**config.mk**
```make
export PLATFORM = sky130hd
export DESIGN_NAME = windowed_watchdog_timer_top_flat
export DESIGN_NICKNAME = d
export VERILOG_FILES = /design/src/rtl/core/wwdt_pkg.sv /design/src/rtl/core/wwdt_in_if.sv /design/src/rtl/core/wwdt_out_if.sv /design/src/rtl/core/windowed_watchdog_timer_top.sv /design/src/flat_wrapper.sv
export SDC_FILE = /design/constraint.sdc
export NUM_CORES = 1
export LEC_CHECK = 0
export ABC_AREA = 1
export BUFFER_PORTS_ARGS = -buffer_cell sky130_fd_sc_hd__buf_2
export CAP_MARGIN = 40
export CORE_MARGIN = 4
export CORE_UTILIZATION = 29
export CTS_CLUSTER_DIAMETER = 100
export CTS_CLUSTER_SIZE = 40
export DETAILED_ROUTE_END_ITERATION = 12
export GPL_TIMING_DRIVEN = 0
export PLACE_DENSITY = 0.54
export SYNTH_ARGS = -nofsm -noshare
export SYNTH_HDL_FRONTEND = slang
export SYNTH_SLANG_ARGS = --single-unit
```
**constraint.sdc**
```tcl
create_clock -name clk -period 2 [get_ports clk]
set_input_delay 0.1 -clock clk [delete_from_list [all_inputs] [get_ports clk]]
set_output_delay 0.1 -clock clk [all_outputs]
set_load 0.02 [all_outputs]
```
**src/rtl/core/wwdt_pkg.sv**
```systemverilog
package wwdt_pkg;

  // item kinds
  localparam logic [1:0] MODE_TICK  = 2'd0;
  localparam logic [1:0] MODE_READ  = 2'd1;
  localparam logic [1:0] MODE_WRITE = 2'd2;
  localparam logic [1:0] MODE_CLEAR = 2'd3;

  // register offsets
  localparam logic OFFS_CONTROL = 1'b0;
  localparam logic OFFS_STATUS  = 1'b1;

  // phase codes
  localparam logic [1:0] PH_IDLE   = 2'd0;
  localparam logic [1:0] PH_CLOSED = 2'd1;
  localparam logic [1:0] PH_OPEN   = 2'd2;

  localparam int CNT_W = 18;

  localparam logic [7:0] WINDOW_MASK = 8'hf0;
  localparam logic [7:0] PERIOD_MASK = 8'h0f;
  localparam logic [7:0] LOCK_MASK   = 8'h80;

  typedef logic [CNT_W-1:0] cnt_t;

  typedef struct packed {
    logic [1:0] phase;
    cnt_t       count;
  } seq_t;

  // 1 << (v + 2) ticks
  function automatic cnt_t ticks_of(input logic [3:0] v);
    logic [4:0] sh;
    sh = {1'b0, v} + 5'd2;
    return cnt_t'(1) << sh;
  endfunction

  // phase and count that a (re)start from a control value gives
  function automatic seq_t start_seq(input logic [7:0] ctrl);
    seq_t s;
    if ((ctrl & WINDOW_MASK) != 8'h00) begin
      s.phase = PH_CLOSED;
      s.count = ticks_of(ctrl[7:4]);
    end else if ((ctrl & PERIOD_MASK) != 8'h00) begin
      s.phase = PH_OPEN;
      s.count = ticks_of(ctrl[3:0]);
    end else begin
      s.phase = PH_IDLE;
      s.count = '0;
    end
    return s;
  endfunction

endpackage

```
**src/rtl/core/wwdt_in_if.sv**
```systemverilog
interface wwdt_in_if;
  logic       valid;
  logic       ready;
  logic [1:0] mode;
  logic       reg_offset;
  logic [7:0] write_data;
  logic       protect_open;

  modport source (output valid, output mode, output reg_offset, output write_data,
                  output protect_open, input ready);
  modport sink (input valid, input mode, input reg_offset, input write_data,
                input protect_open, output ready);
endinterface

```
**src/rtl/core/wwdt_out_if.sv**
```systemverilog
interface wwdt_out_if;
  logic       valid;
  logic       ready;
  logic [7:0] read_data;
  logic       system_reset;

  modport source (output valid, output read_data, output system_reset, input ready);
  modport sink (input valid, input read_data, input system_reset, output ready);
endinterface

```
**src/rtl/core/windowed_watchdog_timer_top.sv**
```systemverilog
// Windowed watchdog with a control and a status byte register. Every input word
// (tick, register read, register write or watchdog clear) gives exactly one result
// word. A new word is taken every cycle while the result side does not stall; an
// accepted word sits in the input register and the one-step counter and register
// update loads the result register from it, and both stages hold while the result
// side stalls.
module windowed_watchdog_timer_top (
  input logic       clk,
  input logic       rst_n,
  wwdt_in_if.sink   in_chan,
  wwdt_out_if.source out_chan
);

  // input register
  logic       s1_valid_r;
  logic [1:0] s1_mode_r;
  logic       s1_offs_r;
  logic [7:0] s1_data_r;
  logic       s1_prot_r;

  // watchdog state
  logic [7:0]        control_r, control_nxt;
  logic [7:0]        status_r, status_nxt;
  logic [1:0]        phase_r, phase_nxt;
  wwdt_pkg::cnt_t    count_r, count_nxt;

  // result register
  logic       out_valid_r;
  logic [7:0] out_rd_r, rd_nxt;
  logic       out_rst_r, rst_nxt;

  logic          advance;
  wwdt_pkg::seq_t seq;

  assign advance      = !out_valid_r || out_chan.ready;
  assign in_chan.ready = !s1_valid_r || advance;

  always_comb begin
    control_nxt = control_r;
    status_nxt  = status_r;
    phase_nxt   = phase_r;
    count_nxt   = count_r;
    rd_nxt      = 8'h00;
    rst_nxt     = 1'b0;
    seq         = wwdt_pkg::start_seq(control_r);
    case (s1_mode_r)
      wwdt_pkg::MODE_TICK: begin
        if (phase_r == wwdt_pkg::PH_CLOSED || phase_r == wwdt_pkg::PH_OPEN) begin
          if (count_r > wwdt_pkg::cnt_t'(1)) begin
            count_nxt = count_r - wwdt_pkg::cnt_t'(1);
          end else if (phase_r == wwdt_pkg::PH_CLOSED) begin
            // window opens, timeout count starts
            phase_nxt = wwdt_pkg::PH_OPEN;
            count_nxt = wwdt_pkg::ticks_of(control_r[3:0]);
          end else begin
            rst_nxt   = 1'b1;
            phase_nxt = wwdt_pkg::PH_IDLE;
            count_nxt = '0;
          end
        end
      end
      wwdt_pkg::MODE_READ: begin
        rd_nxt = (s1_offs_r == wwdt_pkg::OFFS_STATUS) ? status_r : control_r;
      end
      wwdt_pkg::MODE_WRITE: begin
        if (s1_offs_r == wwdt_pkg::OFFS_STATUS) begin
          status_nxt = s1_data_r & wwdt_pkg::LOCK_MASK;
        end else if (s1_prot_r) begin
          control_nxt = s1_data_r;
          // a zero write leaves a running count alone
          if (s1_data_r != 8'h00) begin
            seq       = wwdt_pkg::start_seq(s1_data_r);
            phase_nxt = seq.phase;
            count_nxt = seq.count;
          end
        end
      end
      default: begin
        if (phase_r == wwdt_pkg::PH_CLOSED) begin
          // clear inside the closed window
          rst_nxt   = 1'b1;
          phase_nxt = wwdt_pkg::PH_IDLE;
          count_nxt = '0;
        end else begin
          phase_nxt = seq.phase;
          count_nxt = seq.count;
        end
      end
    endcase
  end

  always_ff @(posedge clk) begin
    if (!rst_n) begin
      s1_valid_r  <= 1'b0;
      out_valid_r <= 1'b0;
      control_r   <= 8'h00;
      status_r    <= 8'h00;
      phase_r     <= wwdt_pkg::PH_IDLE;
      count_r     <= '0;
    end else begin
      if (in_chan.ready) begin
        s1_valid_r <= in_chan.valid;
      end
      if (advance) begin
        out_valid_r <= s1_valid_r;
        if (s1_valid_r) begin
          control_r <= control_nxt;
          status_r  <= status_nxt;
          phase_r   <= phase_nxt;
          count_r   <= count_nxt;
        end
      end
    end
  end

  always_ff @(posedge clk) begin
    if (in_chan.ready && in_chan.valid) begin
      s1_mode_r <= in_chan.mode;
      s1_offs_r <= in_chan.reg_offset;
      s1_data_r <= in_chan.write_data;
      s1_prot_r <= in_chan.protect_open;
    end
    if (advance && s1_valid_r) begin
      out_rd_r  <= rd_nxt;
      out_rst_r <= rst_nxt;
    end
  end

  assign out_chan.valid        = out_valid_r;
  assign out_chan.read_data    = out_rd_r;
  assign out_chan.system_reset = out_rst_r;

endmodule
```
**src/flat_wrapper.sv**
```systemverilog
// flat-port wrapper written by rule: the top's interface ports become plain ports
module windowed_watchdog_timer_top_flat 
  (clk, rst_n, in_chan_valid, in_chan_mode, in_chan_reg_offset, in_chan_write_data, in_chan_protect_open, in_chan_ready, out_chan_valid, out_chan_read_data, out_chan_system_reset, out_chan_ready);
  wwdt_in_if in_chan_i ();
  wwdt_out_if out_chan_i ();
  input logic clk;
  input logic rst_n;
  input wire logic [$bits(in_chan_i.valid)-1:0] in_chan_valid;
  input wire logic [$bits(in_chan_i.mode)-1:0] in_chan_mode;
  input wire logic [$bits(in_chan_i.reg_offset)-1:0] in_chan_reg_offset;
  input wire logic [$bits(in_chan_i.write_data)-1:0] in_chan_write_data;
  input wire logic [$bits(in_chan_i.protect_open)-1:0] in_chan_protect_open;
  output wire logic [$bits(in_chan_i.ready)-1:0] in_chan_ready;
  output wire logic [$bits(out_chan_i.valid)-1:0] out_chan_valid;
  output wire logic [$bits(out_chan_i.read_data)-1:0] out_chan_read_data;
  output wire logic [$bits(out_chan_i.system_reset)-1:0] out_chan_system_reset;
  input wire logic [$bits(out_chan_i.ready)-1:0] out_chan_ready;
  assign in_chan_i.valid = in_chan_valid;
  assign in_chan_i.mode = in_chan_mode;
  assign in_chan_i.reg_offset = in_chan_reg_offset;
  assign in_chan_i.write_data = in_chan_write_data;
  assign in_chan_i.protect_open = in_chan_protect_open;
  assign in_chan_ready = in_chan_i.ready;
  assign out_chan_valid = out_chan_i.valid;
  assign out_chan_read_data = out_chan_i.read_data;
  assign out_chan_system_reset = out_chan_i.system_reset;
  assign out_chan_i.ready = out_chan_ready;
  windowed_watchdog_timer_top u_core (.clk(clk), .rst_n(rst_n), .in_chan(in_chan_i), .out_chan(out_chan_i));
endmodule
```
-- Word-level counts from Yosys, hierarchy flattened
Cells that the tools add are included.
- shifts and indexed selects: 4
- reduce and logical (&&, ||, !) cells: 19
- $lt $le $gt $ge: 1
- bitwise logic cells: 2
- $add $sub $neg: 5
- eq/ne operators: 9
- mux-type cells: 26
- operators by type and width (operator ; count):
    18-bit 2-to-1 mux ; 7
    20-bit 2-to-1 mux ; 4
    1-bit by 5-bit << shifter with 18-bit output, first input constant ; 4
    18-bit case mux with 3 select lines ; 1
    8-bit nonzero test ; 5
    4-bit by 2-bit adder with 5-bit output, second input constant ; 4
    18-bit by 1-bit greater-than comparator with 1-bit output, second input constant ; 1
    18-bit by 1-bit subtractor with 18-bit output, second input constant ; 1
    2-bit 2-to-1 mux ; 7
    8-bit 2-to-1 mux ; 1
    8-bit AND reduction ; 1
    7-bit AND reduction ; 1
    2-bit by 1-bit != test with 1-bit output, second input constant ; 3
    2-bit case mux with 3 select lines ; 1
    5-bit AND reduction ; 1
    2-bit by 1-bit equality test with 1-bit output, second input constant ; 2
    2-bit equality test, second input constant ; 2
    1-bit 2-to-1 mux ; 4
    2-bit != test, second input constant ; 2
    4-bit AND reduction ; 1
    2-bit OR reduction ; 2
    1-bit logical OR ; 3
    1-bit logical AND ; 2
    1-bit zero test ; 2
    other kinds (3) ; 4
- bits of input ports: 16
- output and inout port bits: 11
- bits in registers: 52
- logic and storage cells: 79

-- Depth between registers and ports, before layout
- word-level depth: 8
- gate-level depth with buffers: 12
- mapped depth without buffers: 11

-- Least setup slack after synthesis
Ideal clock, no wire load.
- kind: register to register
- from: reg u_core.control_r[1]
- to: reg u_core.count_r[1]
- data required time: 1.930 ns
- buffers on the path: 0
- arrival time: 1.627 ns
- stages on the path, launching flop included: 9
- library setup time: 0.070 ns
- setup slack: 0.303 ns
- path through: dfxtp_1 -> ha_1 -> inv_1 -> nand3_1 -> nand3b_1 -> or2_2 -> nand2_1 -> nand2_1 -> a21oi_1
- cells in the longest elaborated chain, start to end: 6
- ends and longest elaborated chain (element ; RTL line ; source):
    start: declaration ; windowed_watchdog_timer_top.sv:22 ; logic [7:0] control_r, control_nxt;
    start signal: assignment ; windowed_watchdog_timer_top.sv:107 ; control_r <= control_nxt;
    4-bit by 2-bit adder with 5-bit output ; wwdt_pkg.sv:34 ; sh = {1'b0, v} + 5'd2;
    1-bit by 5-bit << shifter with 18-bit output ; wwdt_pkg.sv:35 ; return cnt_t'(1) << sh;
    20-bit 2-to-1 mux or 18-bit 2-to-1 mux (tied branches) ; wwdt_pkg.sv:44, windowed_watchdog_timer_top.sv:51 ;
    20-bit 2-to-1 mux or 18-bit 2-to-1 mux (tied branches) ; wwdt_pkg.sv:41, windowed_watchdog_timer_top.sv:49 ;
    18-bit 2-to-1 mux, on equally long branches ; windowed_watchdog_timer_top.sv:79, windowed_watchdog_timer_top.sv:48 ;
    18-bit case mux with 3 select lines (*) ; windowed_watchdog_timer_top.sv:46 ; case (s1_mode_r)
    end signal: assignment ; windowed_watchdog_timer_top.sv:110 ; count_r <= count_nxt;
    end: declaration ; windowed_watchdog_timer_top.sv:25 ; wwdt_pkg::cnt_t count_r, count_nxt;
Every way passes the cells marked *; elsewhere a longest branch is shown, timed or not. The select of a mux whose other input is x is not followed.
A chain may end at the register's enable or synchronous reset.

-- Worst setup path after layout
Same ends and word-level chain as after synthesis.

==> results.toml <==
[power]
pwr-share-clk_pct = 37.3
p_switching_w = 0.00100
swShare_pct = 30.9
ir_drop_mv = 0.352
power.density_nw_per_um2 = 658
p_seq_share_pct = 37.2
p_leak_nw = 2.18
power_frac_comb_pct = 25.4
p_int_w = 0.00223

[global_routing]
grt_max_degree = 17
busiest_layer = "met2"
met3_usage_pct = 2.00
antenna_found_initial = 0
grt_pass1_vias = 4224
gr-total-overflow = 0
globalRouteTotalUtil_pct = 16.2
use_met2_pct = 25.5
grt_pass1_wl_mm = 21.1
met1_usage_pct = 23.0

[layout]
nets = 734
final_util_pct = 35.1
finalNonFillerCells = 892
final_cell_area_um2 = 4910
drive_gt1_share_pct = 14.3
syn_to_final_growth_pct = 18.1
num_antenna_cells = 0

[yosys]
synth_common_cells = "183 x nand2_1, 116 x nor2_1, 67 x nand3_1"
seq_area_frac_synth_pct = 30.1
synth_ff_type = "dfxtp_1"
synth_edf_count = 21
syn_area_um2 = 4160
synth.area.top_cells = "nand2_1 17%, edfxtp_1 15%, dfxtp_1 15%"
async_flop_share_pct = 0
yosysTopAreaCellShare_pct = 16.5
yosys.area.top_type = "nand2_1"
ys_seq_elements = 52
yosysWarnings = 0
synth_nets = 686
syn_inst = 663
syn_avg_cell_area_um2 = 6.27
synth_most_common_cell = "nand2_1"
synth_cell_types = 33

[floorplan]
die_h_um = 128
num_io_pins = 27
die_x_um = 128
start_util_pct = 29.7
die_area_um2 = 16300
core-area_um2 = 14000
num_rows = 43

[sta]
relSlewSlack_pct = 66.4
whs_ns = 0.0700
drv_slew = 0
period_needed_ns = 1.88
setup_viol = 0
hold_viol = 0
fin_crit_sh_pct = 94.2
worst_pin_slew_ns = 0.505
fmax_ghz = 0.531
fin_ws_ns = 0.116
skew_ns = 0.00870

[cts]
cts_tree = "built"
clk_pin_slew_worst_paths_ns = 0.07
cts.path.max_buffers = 2
cts_buffers = 5
insertion_delay_ns = 0.30
cts_root_buf = "clkbuf_16"
cts.sinks = 52
cts_max_level = 2

[detailed_routing]
routed_wl_mm = 12.8
via_per_inst = 4.88
vias = 4357
dr.pass1.iters = 5
routedWlPerCell_um = 14.3
postRouteAntennaNets = 0
drt-initial-drc-count = 400
route.detailed.drc = 0

[placement]
dp_hpwl_mm = 10.2
placed_area_um2 = 4510
dp_cells = 868
gp_routability_congestion = 0.920
portBuffers = 25
pre_cts_ws_ns = -0.0240

[setup_path]
critPathCaptureType = "flip-flop"
start_kind = "flip-flop"
cpMostUsedCell = "nand2_1"
cp_cell_sequence = "ha_1, inv_4, nand3_1, nand3b_1, or2_2, nand2_1, nand2_1, a21oi_1"
worstPathMaxFanout = 8
crit_arrival_ns = 2.11
path_buf_inv = 1
crit_type = "reg2reg"
r2r_cells = 8
slowest_delay_ns = 0.38
path_delay_family = "simple AND/OR/NAND/NOR gates"
slowest_stage = "ha_1"
crit_cells = 8
cp_data_required_time_ns = 2.23

[hold_path]
hold_class = "in2reg"
whs_path_depth = 3

[outcome]
outcome = "completed"

[run]
max-cap-violations = 0
[sequential cells by signal, summed over array words and instances, names as in the netlist]
signal / count
u_core.control_r: 8
u_core.count_r: 18
u_core.out_chan.read_data: 8
u_core.out_chan.system_reset: 1
u_core.out_chan.valid: 1
u_core.phase_r: 2
u_core.s1_data_r: 8
u_core.s1_mode_r: 2
u_core.s1_offs_r: 1
u_core.s1_prot_r: 1
u_core.s1_valid_r: 1
u_core.status_r: 1
[layout make-up]
cell class	instances	area, µm²
Fill cell	1579	9070
Multi-Input combinational cell	526	2560
Sequential cell	52	1250
Timing Repair Buffer	41	275
Inverter	66	255
Tap cell	180	225
Clock buffer	6	150
Buffer	19	135
Clock inverter	2	60.1
[power by group through the flow]
| stage | clock network (W) | logic [W] | registers [W] |
|---|---|---|---|
| after floorplan | 0 | 0.000597 | 0.00122 |
| after global routing | 0.00127 | 0.000939 | 0.00121 |
| after global placement | 0 | 0.000789 | 0.00123 |
| after CTS | 0.00122 | 0.000811 | 0.00121 |
| final | 0.00121 | 0.000822 | 0.00120 |
| after detailed placement | 0 | 0.000790 | 0.00123 |
[stage by stage]
| step | power [W] | TNS [ns] |
|---|---|---|
| detailed placement | 0.00202 | -0.0240 |
| floorplan | 0.00182 | 0 |
| global placement | 0.00202 | -0.0554 |
| finish | 0.00323 | 0 |
| global route | 0.00342 | -0.00201 |
| CTS | 0.00324 | 0 |
[path summary, 6_finish.rpt]
path | startpoint | to | slack [ns]
worst max-delay path | u_core.control_r[1]$_SDFFE_PN0P_ | u_core.count_r[1]$_SDFFE_PN0P_ | 0.12
worst max register to register | u_core.control_r[1]$_SDFFE_PN0P_ | u_core.count_r[1]$_SDFFE_PN0P_ | 0.12
worst min-delay path | in_chan_valid | u_core.s1_valid_r$_SDFFE_PN0N_ | 0.07
worst min register to register | u_core.status_r[7]$_SDFFE_PN0P_ | u_core.status_r[7]$_SDFFE_PN0P_ | 0.46
[worst register-to-register path, delay by kind of cell (launching register included)]
family | cells | cell delay (ns)
AO/OA/AOI/OAI | 1 | 0.12
buffers and inverters | 1 | 0.12
adder cells (fa/ha/maj) | 1 | 0.38
AND/OR/NAND/NOR | 5 | 0.83
flip-flops | 1 | 0.36
[routing by layer]
metal	part of all wire (%)	wire [µm]
met1	48	6140
met2	43	5460
met3	6.6	847
met4	2.5	325
met5	0	0
[cell families (layout without fill, tap and decap cells)]
group	Yosys count	after routing	share of synthesized area, %
buffers and inverters	85	134	9.15
adders and majority gates	7	7	2.11
DFF	52	52	30.1
and+or+nand+nor	428	428	46.3
AOI/OAI and AO/OA	83	83	10.7
xor gates and xnor gates	8	8	1.68
[placed cells by master, fill, tap and decap left out, types with 6 or more instances in the layout]
master           n
a21oi_1         40
buf_2           31
buf_4            6
clkbuf_16        6
dfxtp_1         30
dlygate4sd3_1   12
edfxtp_1        21
inv_1           60
nand2_1        181
nand2_2         10
nand3_1         67
nand4_1         16
nor2_1         114
nor2_4           8
nor3_1          10
o21ai_0         36
[repair_timing]
item / in CTS / in global routing
setup buffers: 0 / 4
hold buffers: 12 / 0
setup endpoints to repair: 5 / 16
hold endpoints to repair: 12 / 0
resized for setup: 2 / 15
(Power assumes the default switching activity.)
